File: config.mk
export PLATFORM = sky130hd
export DESIGN_NAME = ellipse_outline_rasterizer
export DESIGN_NICKNAME = d
export VERILOG_FILES = /design/src/rtl/eor_pkg.sv /design/src/rtl/eor_alu.sv /design/src/rtl/ellipse_outline_rasterizer.sv
export SDC_FILE = /design/constraint.sdc
export NUM_CORES = 2
export LEC_CHECK = 0
export BUFFER_PORTS_ARGS = -buffer_cell sky130_fd_sc_hd__buf_2
export CAP_MARGIN = 25
export CORE_MARGIN = 4
export CORE_UTILIZATION = 55
export CTS_CLUSTER_SIZE = 40
export DETAILED_ROUTE_END_ITERATION = 6
export PLACE_DENSITY_LB_ADDON = 0.2
export SETUP_SLACK_MARGIN = 0.05
export SYNTH_ARGS = -nofsm -noshare
export SYNTH_HDL_FRONTEND = slang
export SYNTH_SLANG_ARGS = --single-unit
File: constraint.sdc
create_clock -name clk -period 9 [get_ports clk]
set_clock_uncertainty 0.2 [all_clocks]
set_input_delay 0.9 -clock clk [delete_from_list [all_inputs] [get_ports clk]]
set_output_delay 0.9 -clock clk [all_outputs]
set_load 0.03 [all_outputs]
File: src/rtl/eor_pkg.sv
// Shared types and constants for the ellipse outline rasterizer.
`timescale 1ns / 1ps
package eor_pkg;

	localparam int COORD_BITS  = 16;
	localparam int RADIUS_BITS = 12;
	localparam int STEP_BITS   = RADIUS_BITS + 1;

	localparam logic OP_START = 1'b0;
	localparam logic OP_STEP  = 1'b1;

	typedef enum logic [1:0] {
		ALU_ADD,
		ALU_SUB,
		ALU_HALF
	} alu_op_t;

	typedef struct packed {
		logic                           op;
		logic signed [COORD_BITS-1:0]   center_x;
		logic signed [COORD_BITS-1:0]   center_y;
		logic        [RADIUS_BITS-1:0]  radius_x;
		logic        [RADIUS_BITS-1:0]  radius_y;
	} cmd_t;

	typedef struct packed {
		logic signed [COORD_BITS-1:0] pixel_x;
		logic signed [COORD_BITS-1:0] pixel_y;
		logic                         last;
		logic                         done_res;
	} pix_t;

endpackage

File: src/rtl/eor_alu.sv
// Shared accumulator adder: add, subtract, or halve toward zero.
`timescale 1ns / 1ps
module eor_alu #(
	parameter int ACC_BITS = 40
) (
	input  eor_pkg::alu_op_t      op,
	input  logic [ACC_BITS-1:0]   a,
	input  logic [ACC_BITS-1:0]   b,
	output logic [ACC_BITS-1:0]   y
);

	logic [ACC_BITS-1:0] b_eff;
	logic                cin;
	logic [ACC_BITS-1:0] sum;

	always_comb begin
		case (op)
			eor_pkg::ALU_SUB: begin
				b_eff = ~b;
				cin   = 1'b1;
			end
			eor_pkg::ALU_HALF: begin
				// bias negatives by one so the shift truncates toward zero
				b_eff = '0;
				cin   = a[ACC_BITS-1];
			end
			default: begin
				b_eff = b;
				cin   = 1'b0;
			end
		endcase
	end

	assign sum = a + b_eff + ACC_BITS'(cin);
	assign y   = (op == eor_pkg::ALU_HALF) ? {sum[ACC_BITS-1], sum[ACC_BITS-1:1]} : sum;

endmodule

File: src/rtl/ellipse_outline_rasterizer.sv
// Midpoint ellipse outline rasterizer: sequencer around one multiplier and one adder.
// A start beat runs multiplier states MA to ME; a step beat runs its updates among DY1/DY2, X1 to X3
// and Y1 to Y3. Both settle through SET1, the fixup T2 to T7 when region one ends, and SET2.
// Four pixel beats follow, one a cycle while pix_ready allows; an idle-region step emits none.
// cmd_ready rises the cycle after the last pixel loads; the shared adder does one
// accumulator update a cycle. Reset clears the sequencer and sets the region to idle.
`timescale 1ns / 1ps
module ellipse_outline_rasterizer #(
	parameter int ACC_BITS = 40
) (
	input  logic          clk,
	input  logic          arst_n,
	input  logic          cmd_valid,
	output logic          cmd_ready,
	input  eor_pkg::cmd_t cmd,
	output logic          pix_valid,
	input  logic          pix_ready,
	output eor_pkg::pix_t pix
);

	localparam int RB  = eor_pkg::RADIUS_BITS;
	localparam int SB  = eor_pkg::STEP_BITS;
	localparam int CW  = eor_pkg::COORD_BITS;
	localparam int PW  = 3 * RB;
	localparam int MXW = (ACC_BITS > PW) ? ACC_BITS : PW;

	typedef enum logic [4:0] {
		S_IDLE, S_MA, S_MB, S_MC, S_MD, S_ME,
		S_DY1, S_DY2, S_X1, S_X2, S_X3, S_Y1, S_Y2, S_Y3,
		S_SET1, S_T2, S_T3, S_T4, S_T5, S_T6, S_T7, S_SET2, S_EMIT
	} state_t;

	typedef enum logic [1:0] {
		RG_IDLE,
		RG_ONE,
		RG_TWO
	} region_t;

	state_t              state_q;
	region_t             region_q;
	logic                start_q;
	logic [1:0]          k_q;
	logic [CW-1:0]       org_x_q;
	logic [CW-1:0]       org_y_q;
	logic [RB-1:0]       rx_q;
	logic signed [SB-1:0] step_x_q;
	logic signed [SB-1:0] step_y_q;
	logic [2*RB-1:0]     ax_q;
	logic [2*RB-1:0]     by_q;
	logic [PW-1:0]       mul_q;
	logic [ACC_BITS-1:0] dec_q;
	logic [ACC_BITS-1:0] dx_q;
	logic [ACC_BITS-1:0] dy_q;
	logic [ACC_BITS-1:0] tmp_q;

	logic [2*RB-1:0]     mul_a;
	logic [RB-1:0]       mul_b;
	logic [MXW-1:0]      ax_w, ax4_w, by_w, mul_w;
	logic [ACC_BITS-1:0] ax_acc, ax4_acc, by_acc, mul_acc;
	eor_pkg::alu_op_t    alu_op;
	logic [ACC_BITS-1:0] alu_a, alu_b, alu_y;

	logic                cmd_fire;
	logic                pix_free;
	logic                r1_exit;
	logic                y_done;
	logic [CW-1:0]       off_x, off_y;
	logic                neg_x, neg_y;
	eor_pkg::pix_t       pix_next;

	assign ax_w    = MXW'(ax_q);
	assign ax4_w   = MXW'(ax_q >> 2);
	assign by_w    = MXW'(by_q);
	assign mul_w   = MXW'(mul_q);
	assign ax_acc  = ax_w[ACC_BITS-1:0];
	assign ax4_acc = ax4_w[ACC_BITS-1:0];
	assign by_acc  = by_w[ACC_BITS-1:0];
	assign mul_acc = mul_w[ACC_BITS-1:0];

	assign cmd_ready = (state_q == S_IDLE);
	assign cmd_fire  = cmd_valid && cmd_ready;
	assign pix_free  = !pix_valid || pix_ready;
	assign r1_exit   = (region_q == RG_ONE) && !($signed(dx_q) < $signed(dy_q));
	assign y_done    = step_y_q[SB-1] || (step_y_q == '0);

	// multiplier operands: rx*rx, ry*ry, then ax*ry
	always_comb begin
		case (state_q)
			S_MA: begin
				mul_a = (2*RB)'(rx_q);
				mul_b = rx_q;
			end
			S_MB: begin
				mul_a = (2*RB)'(step_y_q[RB-1:0]);
				mul_b = step_y_q[RB-1:0];
			end
			default: begin
				mul_a = ax_q;
				mul_b = step_y_q[RB-1:0];
			end
		endcase
	end

	always_comb begin
		alu_op = eor_pkg::ALU_ADD;
		alu_a  = dec_q;
		alu_b  = '0;
		case (state_q)
			S_MD: begin
				alu_op = eor_pkg::ALU_SUB;
				alu_a  = by_acc;
				alu_b  = mul_acc;
			end
			S_ME:  alu_b = ax4_acc;
			S_DY1, S_Y1: begin
				alu_op = eor_pkg::ALU_SUB;
				alu_a  = dy_q;
				alu_b  = ax_acc << 1;
			end
			S_DY2, S_Y3: begin
				alu_op = eor_pkg::ALU_SUB;
				alu_b  = dy_q;
			end
			S_X1: begin
				alu_a = dx_q;
				alu_b = by_acc << 1;
			end
			S_X2:  alu_b = by_acc;
			S_X3:  alu_b = dx_q;
			S_Y2:  alu_b = ax_acc;
			S_SET1: begin
				alu_op = eor_pkg::ALU_SUB;
				alu_a  = ax_acc;
				alu_b  = by_acc;
			end
			S_T2: begin
				alu_a = tmp_q;
				alu_b = tmp_q << 1;
			end
			S_T3, S_T6: begin
				alu_op = eor_pkg::ALU_HALF;
				alu_a  = tmp_q;
			end
			S_T4: begin
				alu_op = eor_pkg::ALU_SUB;
				alu_a  = tmp_q;
				alu_b  = dx_q;
			end
			S_T5: begin
				alu_op = eor_pkg::ALU_SUB;
				alu_a  = tmp_q;
				alu_b  = dy_q;
			end
			S_T7:  alu_b = tmp_q;
			default: begin
				alu_op = eor_pkg::ALU_ADD;
			end
		endcase
	end

	eor_alu #(
		.ACC_BITS(ACC_BITS)
	) u_alu (
		.op(alu_op),
		.a (alu_a),
		.b (alu_b),
		.y (alu_y)
	);

	// axis pixels on start, mirrored quadrants on a step
	always_comb begin
		if (start_q) begin
			off_x = k_q[1] ? CW'(rx_q) : '0;
			off_y = k_q[1] ? '0 : CW'(step_y_q);
			neg_x = (k_q == 2'd2);
			neg_y = (k_q == 2'd0);
		end else begin
			off_x = CW'(step_x_q);
			off_y = CW'(step_y_q);
			neg_x = k_q[0];
			neg_y = k_q[1];
		end
		pix_next.pixel_x  = neg_x ? org_x_q - off_x : org_x_q + off_x;
		pix_next.pixel_y  = neg_y ? org_y_q - off_y : org_y_q + off_y;
		pix_next.last     = (k_q == 2'd3);
		pix_next.done_res = (k_q == 2'd3) && (region_q == RG_IDLE);
	end

	always_ff @(posedge clk or negedge arst_n) begin
		if (!arst_n) begin
			state_q   <= S_IDLE;
			region_q  <= RG_IDLE;
			start_q   <= 1'b0;
			k_q       <= '0;
			pix_valid <= 1'b0;
			pix       <= '0;
			rx_q      <= '0;
			mul_q     <= '0;
			tmp_q     <= '0;
			step_x_q  <= '0;
			step_y_q  <= '0;
			dec_q     <= '0;
			dx_q      <= '0;
			dy_q      <= '0;
			ax_q      <= '0;
			by_q      <= '0;
			org_x_q   <= '0;
			org_y_q   <= '0;
		end else begin
			mul_q <= mul_a * mul_b;
			if (state_q == S_EMIT && pix_free) begin
				pix_valid <= 1'b1;
			end else if (pix_ready) begin
				pix_valid <= 1'b0;
			end
			case (state_q)
				S_IDLE: begin
					if (cmd_fire) begin
						if (cmd.op == eor_pkg::OP_START) begin
							org_x_q  <= cmd.center_x;
							org_y_q  <= cmd.center_y;
							rx_q     <= cmd.radius_x;
							step_x_q <= '0;
							step_y_q <= SB'(cmd.radius_y);
							dx_q     <= '0;
							start_q  <= 1'b1;
							state_q  <= S_MA;
						end else if (region_q == RG_ONE) begin
							start_q <= 1'b0;
							state_q <= ($signed(dec_q) > 0) ? S_DY1 : S_X1;
						end else if (region_q == RG_TWO) begin
							start_q <= 1'b0;
							state_q <= dec_q[ACC_BITS-1] ? S_X1 : S_Y1;
						end
					end
				end
				S_MA: state_q <= S_MB;
				S_MB: begin
					ax_q    <= mul_q[2*RB-1:0];
					state_q <= S_MC;
				end
				S_MC: begin
					by_q    <= mul_q[2*RB-1:0];
					state_q <= S_MD;
				end
				S_MD: begin
					dy_q    <= mul_acc << 1;
					dec_q   <= alu_y;
					state_q <= S_ME;
				end
				S_ME: begin
					dec_q    <= alu_y;
					region_q <= RG_ONE;
					state_q  <= S_SET1;
				end
				S_DY1: begin
					dy_q     <= alu_y;
					step_y_q <= step_y_q - SB'(1);
					state_q  <= S_DY2;
				end
				S_DY2: begin
					dec_q   <= alu_y;
					state_q <= S_X1;
				end
				S_X1: begin
					dx_q     <= alu_y;
					step_x_q <= step_x_q + SB'(1);
					state_q  <= S_X2;
				end
				S_X2: begin
					dec_q   <= alu_y;
					state_q <= S_X3;
				end
				S_X3: begin
					dec_q   <= alu_y;
					state_q <= (region_q == RG_ONE) ? S_SET1 : S_Y1;
				end
				S_Y1: begin
					dy_q     <= alu_y;
					step_y_q <= step_y_q - SB'(1);
					state_q  <= S_Y2;
				end
				S_Y2: begin
					dec_q   <= alu_y;
					state_q <= S_Y3;
				end
				S_Y3: begin
					dec_q   <= alu_y;
					state_q <= S_SET1;
				end
				S_SET1: begin
					// region one ends once dx catches dy: one-time decision fixup
					if (r1_exit) begin
						tmp_q   <= alu_y;
						state_q <= S_T2;
					end else begin
						state_q <= S_SET2;
					end
				end
				S_T2: begin
					tmp_q   <= alu_y;
					state_q <= S_T3;
				end
				S_T3: begin
					tmp_q   <= alu_y;
					state_q <= S_T4;
				end
				S_T4: begin
					tmp_q   <= alu_y;
					state_q <= S_T5;
				end
				S_T5: begin
					tmp_q   <= alu_y;
					state_q <= S_T6;
				end
				S_T6: begin
					tmp_q   <= alu_y;
					state_q <= S_T7;
				end
				S_T7: begin
					dec_q    <= alu_y;
					region_q <= RG_TWO;
					state_q  <= S_SET2;
				end
				S_SET2: begin
					if (region_q == RG_TWO && y_done) begin
						region_q <= RG_IDLE;
					end
					k_q     <= '0;
					state_q <= S_EMIT;
				end
				S_EMIT: begin
					if (pix_free) begin
						pix <= pix_next;
						k_q <= k_q + 2'd1;
						if (k_q == 2'd3) begin
							state_q <= S_IDLE;
						end
					end
				end
				default: state_q <= S_IDLE;
			endcase
		end
	end

endmodule

==> impl_metrics.csv <==
group,metric,value,unit
outcome,outcome,"finished, violations left",
outcome,violations,"DRC",
timing,fmax,124,MHz
clock_tree,cts_hold_buffers,0,
grt,grt.total_usage,32.3,%
synthesis,synth_edf_count,0,
floorplanning,placementRows,88,
worst_setup_path,worst_ep_required_time,9.31,ns
flow_run,maxCapViolCount,0,
clock_tree,numCtsBuffers,44,
grt,antenna_found_initial,3,
grt,grt_overflow,0,
synthesis,synth_common_cells,"nand2_1, dfrtp_1, inv_1, nor2_1, a21oi_1",
drt,via_count,28993,
worst_setup_path,path_max_fanout,27,
floorplanning,die_h,251,µm
grt,grt_pass1_wl,163000,µm
cells_and_area,layout-drive-gt1-share,8.89,%
cells_and_area,nNetsFinal,4223,
clock_tree,clk_pin_slew,0.06,ns
grt,grt_pass1_vias,28330,
place,gp_congestion,0.985,
synthesis,yosysMostFrequentCell,"nand2_1",
clock_tree,htree_levels,2,
timing,worst_slew_pin_slew,1.12,ns
min_path,hold_path.class,"primary input to async pin",
drt,via_per_inst,6.37,
worst_setup_path,cp_data_arrival_time,8.37,ns
synthesis,syn_nets,4263,
worst_setup_path,worstSetupPathType,"flip-flop to flip-flop",
clock_tree,clock_path_buffers,3,
drt,drt_iter0_markers,3505,
clock_tree,cts_tree,"yes",
synthesis,ys.flop_type,"dfrtp_1",
synthesis,synth.top_cell.area_share,27.6,%
clock_tree,ctsResizeCount,0,
synthesis,ys_warn_count,0,
clock_tree,cts.sinks,359,
floorplanning,coreArea,58100,µm²
floorplanning,start_util,56.0,%
synthesis,ys_seq_area_share,27.6,%
floorplanning,die_area,63100,µm²
drt,post_drt_wl_per_cell,22.6,µm
drt,first_pass_iters,7,
timing,max-slew-margin-rel,25.6,%
synthesis,synth_area_leaders,"dfrtp_1, fa_1, ha_1",
synthesis,synthArstFlopShare,100,%
timing,fin_crit_sh,89.6,%
worst_setup_path,worst_setup_path_start_kind,"flip-flop",
timing,hold_viol,0,
worst_setup_path,end_kind,"flip-flop",
clock_tree,cts_root_buffer,"clkbuf_16",
synthesis,synth_cell_types,95,
synthesis,synthCells,3785,
clock_tree,insertion_delay,0.59,ns
drt,drc,84,
synthesis,synth.avg_cell_area,8.59,µm²
synthesis,yosys.area.top_type,"dfrtp_1",
timing,post-route-min-period,8.06,ns
place,hpwl,75700,µm
cells_and_area,fillerInstances,5149,
floorplanning,ios,97,
cells_and_area,synthToLayoutAreaGrowth,8.37,%
floorplanning,die_width,251,µm
synthesis,ys_ff_latch,359,
grt,grt_start_max_net_pins,148,
timing,setup_viol,0,
timing,finalMaxSlewViolations,0,
clock_tree,cts_setup_buffers,0,
drt,wl,103000,µm
timing,tns,0,ns
place,portBuffers,96,
drt,postRouteAntennaNets,0,
timing,rsz0062_at_grt,"no",
synthesis,syn_area,32500,µm²
[flip-flops by register name, indices dropped and copies added (netlist names), 24 cells and up]
signal  flops
mul_q      36
tmp_q      40
dy_q       40
dec_q      40
ax_q       24
pix        34
dx_q       40
by_q       24
[stage by stage]
stage	utilization, %	hold WS [ns]	area, µm²	setup WS [ns]	std cells
after floorplan	-	0.251	32500	2.24	3785
after global placement	57.9	0.257	33700	1.25	4463
after CTS	60.6	0.123	35200	1.16	4544
final	60.6	0.0868	35300	0.935	4548
after detailed placement	57.9	0.265	33700	1.20	4463
after global routing	60.6	0.146	35200	0.618	4546
[cells by family after synthesis]
group / Yosys count / share of synthesized area (%)
adders and majority gates: 417 / 21.2
DFF: 359 / 27.6
muxes: 147 / 4.99
and+or+nand+nor: 1263 / 17.2
buffers and inverters: 583 / 6.86
xor gates and xnor gates: 117 / 3.17
AOI/OAI and AO/OA: 899 / 19.0
[placed cells by master, fill, tap and decap left out, types with 29 or more instances in the layout]
master     instances
nor2_1           266
xor2_1            47
and3_1            43
inv_1            337
xnor2_1           69
fa_1             224
a22oi_1           83
dfrtp_1          359
nand4_1           41
a222oi_1          67
buf_4             56
clkbuf_16         45
o21ai_0           93
a21o_1            43
mux2_2            49
nor3_1            47
mux2_1            68
a31oi_1           56
a21oi_1          225
buf_2             96
o21ai_1           62
nand3_1           78
mux2i_1           29
a221oi_1          38
ha_1             193
nand2_1          619
a22o_1            40
and2_1            43
[layout make-up]
cell class | count | area [µm²] | area share (%)
Antenna cell | 3 | 7.51 | 0.0213
Multi-Input combinational cell | 2843 | 21400 | 60.8
Sequential cell | 359 | 8980 | 25.5
Tap cell | 765 | 957 | 2.72
Clock buffer | 62 | 1300 | 3.69
Timing Repair Buffer | 157 | 996 | 2.83
Clock inverter | 19 | 285 | 0.809
Inverter | 340 | 1280 | 3.62
[final timing paths]
kind                       startpoint   endpoint  slack [ns]  depth (start not counted)
max                        state_q[1]  mul_q[33]        0.94                         26
min reg2reg                   pix[27]    pix[27]        0.27                          2
max in group asynchronous      arst_n    dy_q[7]        7.13                          2
min in group clk              pix[27]    pix[27]        0.27                          2
min                            arst_n    pix[23]        0.09                          1
max reg2reg                state_q[1]  mul_q[33]        0.94                         26
[worst max-delay path: stages (launching register included)]
cell       delay [ns]
dfrtp_1          0.34
buf_4            0.29
nor2_2           0.12
and3_1           0.37
nor2_2           0.54
buf_4            0.34
nand2_1          0.13
nand2_1          0.40
nand2_1          0.14
fa_1             0.43
fa_1             0.47
fa_1             0.54
inv_1            0.05
fa_1             0.47
inv_1            0.05
fa_1             0.47
inv_1            0.05
ha_1             0.34
a211oi_1         0.10
o211ai_1         0.14
nand4_1          0.22
o31ai_1          0.61
o2bb2ai_1        0.24
o21ai_1          0.23
o31a_1           0.35
o21bai_1         0.16
xor2_1           0.16
[metal layers]
layer,routed length [µm],up-vias,share of wire [%],track usage [%]
li1,-,13089,-,-
met1,42500,14080,41,45.2
met2,45700,1545,44,50.0
met3,11300,275,11,7.71
met4,3420,4,3.3,10.1
met5,27,-,0.026,0
Power is not shown: default switching activity piles up to over one toggle a cycle in this logic, so the estimate is an artifact.
